File: config.mk
export PLATFORM = sky130hd
export DESIGN_NAME = solenoid_peak_hold_driver_core
export DESIGN_NICKNAME = d
export VERILOG_FILES = /design/src/sphd_pkg.sv /design/src/solenoid_peak_hold_driver_core.sv
export VERILOG_INCLUDE_DIRS = /design/src /design/src/src
export SDC_FILE = /design/constraint.sdc
export NUM_CORES = 1
export LEC_CHECK = 0
export ABC_AREA = 0
export BUFFER_PORTS_ARGS = -buffer_cell sky130_fd_sc_hd__buf_2
export CORE_ASPECT_RATIO = 0.7
export CORE_MARGIN = 4
export CORE_UTILIZATION = 37
export CTS_CLUSTER_DIAMETER = 100
export DETAILED_ROUTE_END_ITERATION = 8
export PLACE_DENSITY = 0.61
export RECOVER_POWER = 25
export SLEW_MARGIN = 25
export SYNTH_ARGS = -nofsm -noshare
export SYNTH_HDL_FRONTEND = slang
export SYNTH_SLANG_ARGS = --single-unit
File: constraint.sdc
create_clock -name clk -period 16.1 [get_ports clk]
set_input_delay 3.22 -clock clk [delete_from_list [all_inputs] [get_ports clk]]
set_output_delay 3.22 -clock clk [all_outputs]
set_load 0.005 [all_outputs]
File: src/solenoid_peak_hold_driver_core_macros.svh
// Assertion macros for the peak-and-hold driver core.
// Expects clk and rst (synchronous, active high) in the including module.
`ifndef SOLENOID_PEAK_HOLD_DRIVER_CORE_MACROS_SVH
`define SOLENOID_PEAK_HOLD_DRIVER_CORE_MACROS_SVH

// Same-cycle implication, checked outside reset.
`define SPHD_ASSERT_NOW(name, ante, cons, msg) \
  name: assert property (@(posedge clk) disable iff (rst) (ante) |-> (cons)) \
    else $error(msg);

// Next-cycle implication, checked outside reset.
`define SPHD_ASSERT_NEXT(name, ante, cons, msg) \
  name: assert property (@(posedge clk) disable iff (rst) (ante) |=> (cons)) \
    else $error(msg);

`endif

File: src/sphd_pkg.sv
// Types, constants and helpers of the peak-and-hold solenoid driver core.
// No dependencies; imported by solenoid_peak_hold_driver_core.
`timescale 1ns / 1ps

package sphd_pkg;

  localparam int CHANNELS_DEF = 4;
  localparam int CFG_IDX_W    = 2;

  // Configuration register indexes
  localparam logic [CFG_IDX_W-1:0] REG_PWM_PERIOD = 2'd0;
  localparam logic [CFG_IDX_W-1:0] REG_OPEN_DUTY  = 2'd1;
  localparam logic [CFG_IDX_W-1:0] REG_HOLD_DUTY  = 2'd2;
  localparam logic [CFG_IDX_W-1:0] REG_OPEN_TICKS = 2'd3;

  localparam logic [15:0] PWM_PERIOD_RST = 16'd7500;
  localparam logic [6:0]  OPEN_DUTY_RST  = 7'd100;
  localparam logic [6:0]  HOLD_DUTY_RST  = 7'd20;
  localparam logic [7:0]  OPEN_TICKS_RST = 8'd2;
  localparam logic [6:0]  PCT_MAX        = 7'd100;

  // ceil(2^30 / 100): exact quotient by 100 for any product below 2^23
  localparam logic [23:0] RECIP_100   = 24'd10737419;
  localparam int          RECIP_SHIFT = 30;

  typedef enum logic [1:0] {
    CMD_SWITCH   = 2'd0,
    CMD_SET_DUTY = 2'd1,
    CMD_TOGGLE   = 2'd2,
    CMD_TICK     = 2'd3
  } cmd_t;

  typedef enum logic [1:0] {
    PH_OFF  = 2'd0,
    PH_OPEN = 2'd1,
    PH_HOLD = 2'd2
  } phase_t;

  typedef enum logic [1:0] {
    TAG_CMD = 2'd0,
    TAG_UPD = 2'd1,
    TAG_REP = 2'd2
  } tag_kind_t;

  typedef enum logic [1:0] {
    ST_IDLE     = 2'd0,
    ST_TICK_UPD = 2'd1,
    ST_TICK_REP = 2'd2,
    ST_DRAIN    = 2'd3
  } state_t;

  typedef struct packed {
    logic [1:0] command;
    logic [7:0] channel;
    logic [7:0] value;
  } item_t;

  typedef struct packed {
    logic [4:0]  chan_out;
    logic        accepted;
    logic [6:0]  duty_pct;
    logic [1:0]  phase;
    logic [15:0] pwm_compare;
    logic        is_on;
    logic        return_enable;
    logic        last;
  } result_t;

  typedef struct packed {
    phase_t     phase;
    logic [7:0] countdown;
    logic [6:0] duty;
  } entry_t;

  localparam entry_t ENTRY_RST = '{phase: PH_OFF, countdown: 8'd0, duty: 7'd0};

  // Marks what the data coming back from the channel memory is for
  typedef struct packed {
    logic      valid;
    tag_kind_t kind;
    logic      last;
    logic      bad;
  } tag_t;

  function automatic logic [6:0] clamp_pct(input logic [7:0] v);
    logic [6:0] r;
    r = (v > {1'b0, PCT_MAX}) ? PCT_MAX : v[6:0];
    return r;
  endfunction

endpackage

File: src/solenoid_peak_hold_driver_core.sv
// Peak-and-hold solenoid valve sequencer: channel state memory, command
// sequencer and PWM compare pipeline. Depends on sphd_pkg and the macro header.
`timescale 1ns / 1ps
`include "solenoid_peak_hold_driver_core_macros.svh"

// Start an item with start while busy is low. Switch, set duty and toggle give
// one result each; busy holds off the next item until that result has left
// the first report register. A tick walks the channel memory twice, once to count
// every open channel down and once to report channels 1..CHANNELS, so it
// gives CHANNELS results on consecutive cycles. The channel memory has a single
// read and a single write port. Each result shows on result for exactly one
// cycle with strobe high and cannot be held off. Configuration writes are
// always taken (cfg_ready high) and must come only while the block is idle.
module solenoid_peak_hold_driver_core
  import sphd_pkg::*;
#(
  parameter int CHANNELS = CHANNELS_DEF
) (
  input  logic                 clk,
  input  logic                 rst,
  input  logic                 start,
  output logic                 busy,
  input  item_t                item,
  output logic                 strobe,
  output result_t              result,
  input  logic                 cfg_valid,
  output logic                 cfg_ready,
  input  logic [CFG_IDX_W-1:0] cfg_index,
  input  logic [15:0]          cfg_data
);

  localparam int IDX_W = (CHANNELS > 1) ? $clog2(CHANNELS) : 1;
  localparam logic [IDX_W-1:0] LAST_IDX = IDX_W'(CHANNELS - 1);

  // Configuration registers
  logic [15:0] pwm_period;
  logic [6:0]  open_duty;
  logic [6:0]  hold_duty;
  logic [7:0]  open_ticks;

  assign cfg_ready = 1'b1;

  always_ff @(posedge clk) begin
    if (rst) begin
      pwm_period <= PWM_PERIOD_RST;
      open_duty  <= OPEN_DUTY_RST;
      hold_duty  <= HOLD_DUTY_RST;
      open_ticks <= OPEN_TICKS_RST;
    end else if (cfg_valid) begin
      case (cfg_index)
        REG_PWM_PERIOD: pwm_period <= cfg_data;
        REG_OPEN_DUTY:  open_duty  <= cfg_data[6:0];
        REG_HOLD_DUTY:  hold_duty  <= cfg_data[6:0];
        REG_OPEN_TICKS: open_ticks <= cfg_data[7:0];
        default: ;
      endcase
    end
  end

  // Sequencer
  state_t          state, state_next;
  logic [IDX_W-1:0] cnt, cnt_next;
  item_t           cur;
  tag_t            tag, tag_next;
  logic [IDX_W-1:0] tag_idx, tag_idx_next;
  logic            rd_en;
  logic [IDX_W-1:0] rd_addr;
  logic            accept;
  logic            chan_ok;
  logic [IDX_W-1:0] item_idx;
  logic            rep1_valid;

  assign busy     = (state != ST_IDLE);
  assign accept   = start && !busy;
  assign chan_ok  = (item.channel != 8'd0) && (item.channel <= 8'(CHANNELS));
  assign item_idx = IDX_W'(item.channel - 8'd1);

  always_comb begin
    state_next = state;
    case (state)
      ST_IDLE: begin
        if (start) begin
          if (cmd_t'(item.command) == CMD_TICK) begin
            state_next = (LAST_IDX == '0) ? ST_TICK_REP : ST_TICK_UPD;
          end else begin
            state_next = ST_DRAIN;
          end
        end
      end
      ST_TICK_UPD: begin
        if (cnt == LAST_IDX) state_next = ST_TICK_REP;
      end
      ST_TICK_REP: begin
        if (cnt == LAST_IDX) state_next = ST_DRAIN;
      end
      ST_DRAIN: begin
        if (!tag.valid && !rep1_valid) state_next = ST_IDLE;
      end
      default: state_next = ST_IDLE;
    endcase
  end

  always_comb begin
    cnt_next     = cnt;
    rd_en        = 1'b0;
    rd_addr      = cnt;
    tag_next     = '{valid: 1'b0, kind: TAG_CMD, last: 1'b0, bad: 1'b0};
    tag_idx_next = cnt;
    case (state)
      ST_IDLE: begin
        if (start) begin
          if (cmd_t'(item.command) == CMD_TICK) begin
            rd_en          = 1'b1;
            rd_addr        = '0;
            tag_idx_next   = '0;
            tag_next.valid = 1'b1;
            tag_next.kind  = TAG_UPD;
            cnt_next       = (LAST_IDX == '0) ? '0 : IDX_W'(1);
          end else begin
            rd_en          = chan_ok;
            rd_addr        = item_idx;
            tag_idx_next   = item_idx;
            tag_next.valid = 1'b1;
            tag_next.kind  = TAG_CMD;
            tag_next.last  = 1'b1;
            tag_next.bad   = !chan_ok;
          end
        end
      end
      ST_TICK_UPD: begin
        rd_en          = 1'b1;
        tag_next.valid = 1'b1;
        tag_next.kind  = TAG_UPD;
        cnt_next       = (cnt == LAST_IDX) ? '0 : cnt + IDX_W'(1);
      end
      ST_TICK_REP: begin
        rd_en          = 1'b1;
        tag_next.valid = 1'b1;
        tag_next.kind  = TAG_REP;
        tag_next.last  = (cnt == LAST_IDX);
        cnt_next       = cnt + IDX_W'(1);
      end
      default: ;
    endcase
  end

  always_ff @(posedge clk) begin
    if (rst) begin
      state     <= ST_IDLE;
      cnt       <= '0;
      tag.valid <= 1'b0;
    end else begin
      state     <= state_next;
      cnt       <= cnt_next;
      tag       <= tag_next;
    end
  end

  always_ff @(posedge clk) begin
    tag_idx  <= tag_idx_next;
    if (accept) cur <= item;
  end

  // Channel memory: one read, one write per cycle, registered read data
  entry_t           mem [CHANNELS];
  logic [CHANNELS-1:0] written;
  logic [CHANNELS-1:0] on_mask;
  entry_t           mem_q;
  logic             vld_q;
  logic             hit_q;
  entry_t           fwd_q;
  logic             wr_en;
  entry_t           wr_data;
  entry_t           ent;

  always_ff @(posedge clk) begin
    if (wr_en) mem[tag_idx] <= wr_data;
    if (rd_en) mem_q <= mem[rd_addr];
    vld_q <= written[rd_addr];
    hit_q <= wr_en && (tag_idx == rd_addr);
    fwd_q <= wr_data;
  end

  always_ff @(posedge clk) begin
    if (rst) begin
      written <= '0;
      on_mask <= '0;
    end else if (wr_en) begin
      written[tag_idx] <= 1'b1;
      on_mask[tag_idx] <= (wr_data.duty != 7'd0);
    end
  end

  // Forward a write that lands on the entry being read; unwritten reads as reset
  assign ent = hit_q ? fwd_q : (vld_q ? mem_q : ENTRY_RST);

  // Read-modify-write of the entry that just came back
  logic   sw_on;
  logic   do_switch;
  entry_t rep_ent;
  logic   rep_push;

  always_comb begin
    wr_data   = ent;
    wr_en     = 1'b0;
    sw_on     = 1'b0;
    do_switch = 1'b0;
    case (tag.kind)
      TAG_UPD: begin
        wr_en = tag.valid;
        if (ent.phase == PH_OPEN) begin
          wr_data.countdown = (ent.countdown != 8'd0) ? ent.countdown - 8'd1 : 8'd0;
          if (wr_data.countdown == 8'd0) begin
            wr_data.phase = PH_HOLD;
            wr_data.duty  = clamp_pct({1'b0, hold_duty});
          end
        end
      end
      TAG_CMD: begin
        wr_en = tag.valid && !tag.bad;
        case (cmd_t'(cur.command))
          CMD_SWITCH: begin
            do_switch = 1'b1;
            sw_on     = (cur.value != 8'd0);
          end
          CMD_TOGGLE: begin
            do_switch = 1'b1;
            sw_on     = (ent.duty == 7'd0);
          end
          CMD_SET_DUTY: begin
            wr_data.duty      = clamp_pct(cur.value);
            wr_data.phase     = (wr_data.duty == 7'd0) ? PH_OFF : PH_HOLD;
            wr_data.countdown = 8'd0;
          end
          default: ;
        endcase
        if (do_switch) begin
          if (!sw_on) begin
            wr_data = ENTRY_RST;
          end else if (ent.phase == PH_OFF) begin
            wr_data.phase     = PH_OPEN;
            wr_data.countdown = open_ticks;
            wr_data.duty      = clamp_pct({1'b0, open_duty});
          end
        end
      end
      default: ;
    endcase
    rep_push = tag.valid && (tag.kind != TAG_UPD);
    rep_ent  = (tag.kind == TAG_REP) ? ent : wr_data;
  end

  // Report pipeline: fields, then product, then quotient by 100
  logic [4:0]  rep1_chan;
  logic        rep1_acc;
  logic [6:0]  rep1_duty;
  logic [1:0]  rep1_phase;
  logic        rep1_last;
  logic        rep2_valid;
  logic [4:0]  rep2_chan;
  logic        rep2_acc;
  logic [6:0]  rep2_duty;
  logic [1:0]  rep2_phase;
  logic        rep2_last;
  logic [22:0] rep2_prod;
  logic [22:0] prod_next;
  logic [46:0] quot_full;

  assign prod_next = (rep1_chan == 5'd1 && rep1_duty != 7'd0)
                   ? 23'(pwm_period) * 23'(PCT_MAX - rep1_duty) : 23'd0;
  assign quot_full = 47'(rep2_prod) * 47'(RECIP_100);

  always_ff @(posedge clk) begin
    if (rst) begin
      rep1_valid <= 1'b0;
      rep2_valid <= 1'b0;
      strobe     <= 1'b0;
    end else begin
      rep1_valid <= rep_push;
      rep2_valid <= rep1_valid;
      strobe     <= rep2_valid;
    end
  end

  always_ff @(posedge clk) begin
    if (tag.bad) begin
      rep1_chan  <= 5'd0;
      rep1_acc   <= 1'b0;
      rep1_duty  <= 7'd0;
      rep1_phase <= PH_OFF;
    end else begin
      rep1_chan  <= 5'(tag_idx) + 5'd1;
      rep1_acc   <= 1'b1;
      rep1_duty  <= rep_ent.duty;
      rep1_phase <= rep_ent.phase;
    end
    rep1_last  <= tag.last;

    rep2_chan  <= rep1_chan;
    rep2_acc   <= rep1_acc;
    rep2_duty  <= rep1_duty;
    rep2_phase <= rep1_phase;
    rep2_last  <= rep1_last;
    rep2_prod  <= prod_next;

    result.chan_out      <= rep2_chan;
    result.accepted      <= rep2_acc;
    result.duty_pct      <= rep2_duty;
    result.phase         <= rep2_phase;
    result.pwm_compare   <= quot_full[RECIP_SHIFT+15:RECIP_SHIFT];
    result.is_on         <= (rep2_duty != 7'd0);
    result.return_enable <= |on_mask;
    result.last          <= rep2_last;
  end

  `SPHD_ASSERT_NEXT(a_accept_busy, start && !busy, busy, "busy did not rise after accept")
  `SPHD_ASSERT_NEXT(a_tick_burst, strobe && !result.last,
    strobe && result.chan_out == $past(result.chan_out) + 5'd1, "tick results broken")
  `SPHD_ASSERT_NOW(a_cmp_chan1, strobe && result.pwm_compare != 16'd0,
    result.chan_out == 5'd1, "compare value on channel other than one")
  `SPHD_ASSERT_NOW(a_on_return, strobe && result.is_on, result.return_enable,
    "channel on but return enable low")

endmodule

==> results.yml <==
global_route:
  grt_max_degree: 39
  grt.busiest_layer: "met1"
  met1_usage_pct: 30.37
  grt_use_total_pct: 18.31
  antenna_found_initial: 1
  grt_pass1_vias: 15710
  use_met2_pct: 24.11
  grt-ovfl-total: 0
  grt_pass1_wl_um: 92590
  use_met3_pct: 4.338
clock_tree:
  cts-resized-gates: 0
  cts_tree: "yes"
  hold_buffers: 0
  cts_sinks: 257
  htree_num_levels: 1
  clk_pin_slew_ns: 0.06
  clk_latency_ns: 0.59
  cts_buffers: 27
  cts-root-buf: "clkbuf_16"
  cts_max_path_buffers: 3
  postCtsSetupBuffers: 0
critical_path:
  critPathKind: "flip-flop to flip-flop"
  cp.required_ns: 16.55
  r2r_slack_ns: 8.78
  critPathMaxFanout: 7
  endpoint_kind: "flip-flop"
  crit_arrival_ns: 7.77
  startpoint_type: "flip-flop"
placement:
  hpwl_um: 49040
  dpl_cell_area_mm2: 0.02389
  port_buffers: 73
  gp_congestion: 0.9241
floorplan:
  ios: 77
  die_x_um: 303.5
  rows: 75
  fp.dieH_um: 214.8
  initial_core_util_pct: 37.54
  die_area_mm2: 0.06520
  core_area_mm2: 0.06025
yosys:
  yosys_warnings: 0
  synth_edf_count: 99
  syn_area_mm2: 0.02261
  synth_area_leader_cell: "fa_1"
  synth_cell_type_count: 76
  yosys_register_bits: 257
  synth_area_leaders: "fa_1, ha_1, dfxtp_1, edfxtp_1, inv_1"
  ys_seq_area_share_pct: 27.13
  ys_async_sr_fraction_pct: 0
  syn_inst: 2262
  ys.flop_type: "dfxtp_1"
  syn_avg_cell_area_um2: 9.997
  yosysTopAreaCellShare_pct: 24.70
timing:
  finalCriticalPeriod_ns: 7.320
  fin_setup_tns_ns: 0
  clock-skew-final_ns: 0.03664
  tightest_slew_ns: 1.759
  slew_viol_final: 21
  setup_viol: 0
  finalCritPeriodShare_pct: 45.47
  holdWs_ns: 0.3278
  max_freq_mhz: 136.6
  relSlewSlack_pct: -17.31
  rsz0062_at_grt: "false"
  hold_viol: 0
routing:
  wirelength_um: 59780
  drc: 0
  vias: 15810
  dr.pass1.iters: 6
  ant_nets: 0
  wl_per_cell_um: 18.92
  viasPerCell: 5.003
  first_iter_violations: 1203
run:
  drv_cap: 1
outcome:
  violations: "capacitance limit, slew limit"
  outcome: "complete, but fails checks"
final_layout:
  postLayoutCellArea_mm2: 0.02474
  layout.nets: 2955
  area_delta_synth_final_pct: 9.406
  drive_above_1_share_pct: 6.338
min_path:
  min_path_type: "flip-flop to flip-flop"
==> worst paths after layout <==
kind / from / to / cells after the start
setup / recovery: rep2_prod[6]$_SDFF_PN0_ / result[13]$_DFF_P_ / 23
hold / removal: rep2_phase[1]$_DFF_P_ / result[20]$_DFF_P_ / 0
setup reg to reg: rep2_prod[6]$_SDFF_PN0_ / result[13]$_DFF_P_ / 23
hold reg to reg: rep2_phase[1]$_DFF_P_ / result[20]$_DFF_P_ / 0
==> cells in the final DEF, fill, tap and decap left out, drive strengths merged, types with 38 or more instances in the layout <==
| cell type | count |
|---|---|
| a21oi | 75 |
| and2 | 90 |
| buf | 82 |
| dfxtp | 158 |
| edfxtp | 99 |
| fa | 279 |
| ha | 306 |
| inv | 476 |
| nand2 | 222 |
| nor2 | 97 |
| o21ai | 38 |
==> routing by layer <==
metal	vias up	wire, um	part of all wire (%)
li1	7425	-	-
met2	527	22550	38
met3	46	5578	9.3
met5	-	0	0
met1	7810	30890	52
met4	0	765	1.3
==> worst max-delay path, stage by stage, from the launching register on <==
cell and delay [ns]:
dfxtp_1 0.54, inv_1 0.15, fa_1 0.54, inv_1 0.08, fa_1 0.51, inv_1 0.05, fa_1 0.45, fa_1 0.51
inv_1 0.06, fa_1 0.49, fa_1 0.50, inv_1 0.06, fa_1 0.53, inv_1 0.04, ha_1 0.33, and4_1 0.22
and4_1 0.22, nand2_1 0.08, o2111a_1 0.26, a211oi_1 0.53, a41oi_1 0.32, o31ai_1 0.43, a21oi_1 0.15, xnor2_1 0.14
==> through the flow <==
| stage | setup slack (ns) | util (%) | cells |
|---|---|---|---|
| after floorplan | 9.554 | - | 2263 |
| after global placement | 8.924 | 39.65 | 3109 |
| after detailed placement | 8.826 | 39.66 | 3109 |
| after CTS | 8.800 | 41.08 | 3159 |
| after global routing | 8.479 | 41.06 | 3159 |
| final | 8.780 | 41.07 | 3160 |
==> synth_stat cells, types with 4 or more instances <==
library cell  count
a22o_1            4
a21o_1           27
o311a_1           4
edfxtp_1         99
o21a_1            8
dfxtp_1         158
o21ai_0          34
or3_1             5
inv_1           470
a21oi_1          75
o211a_1           4
buf_2             4
nand4_1           6
nor3_1           24
and2_1           90
ha_1            306
a221o_1           5
or4_1             5
and3_1           29
buf_1             4
nand3_1          29
a211oi_1          9
nand2_1         222
a22oi_1          12
nand2b_1         10
fa_1            279
o21bai_1          5
nor4_1            5
o211ai_1         13
clkbuf_1         35
xnor2_1          34
nor2_1           97
nor2b_1          23
a31oi_1          31
xor2_1           18
or2_2            10
o221ai_1          4
==> final cells by class <==
cell class	instances	area [um2]
sequential	257	6136
clock inverter	17	142.6
fill	5878	35500
clock buffer	33	718.2
timing repair buffer	85	444.2
inverter	474	1779
tap	808	1011
antenna	1	2.502
multi-input combinational	1485	14510
==> flip-flops by register name (all words and copies together) (netlist names), 8 cells and up <==
register    cells
open_ticks      8
mem_q          17
cur            10
fwd_q          17
result         32
mem            68
rep2_prod      23
pwm_period     16
==> kinds of logic after synthesis <==
| family | count (synthesis) | synth area share [%] |
|---|---|---|
| multiplexers | 3 | 0.1328 |
| buffers and inverters | 521 | 8.753 |
| XOR/XNOR | 52 | 2.014 |
| other | 2 | 0.03321 |
| AND/OR/NAND/NOR | 571 | 12.28 |
| flip-flops | 257 | 27.13 |
| adder cells (fa/ha/maj) | 585 | 41.63 |
| AO/OA/AOI/OAI | 271 | 8.028 |
Power is left out: the tool's default activity adds up to more than one toggle a clock period on the data nets, which glitch-free logic cannot reach.
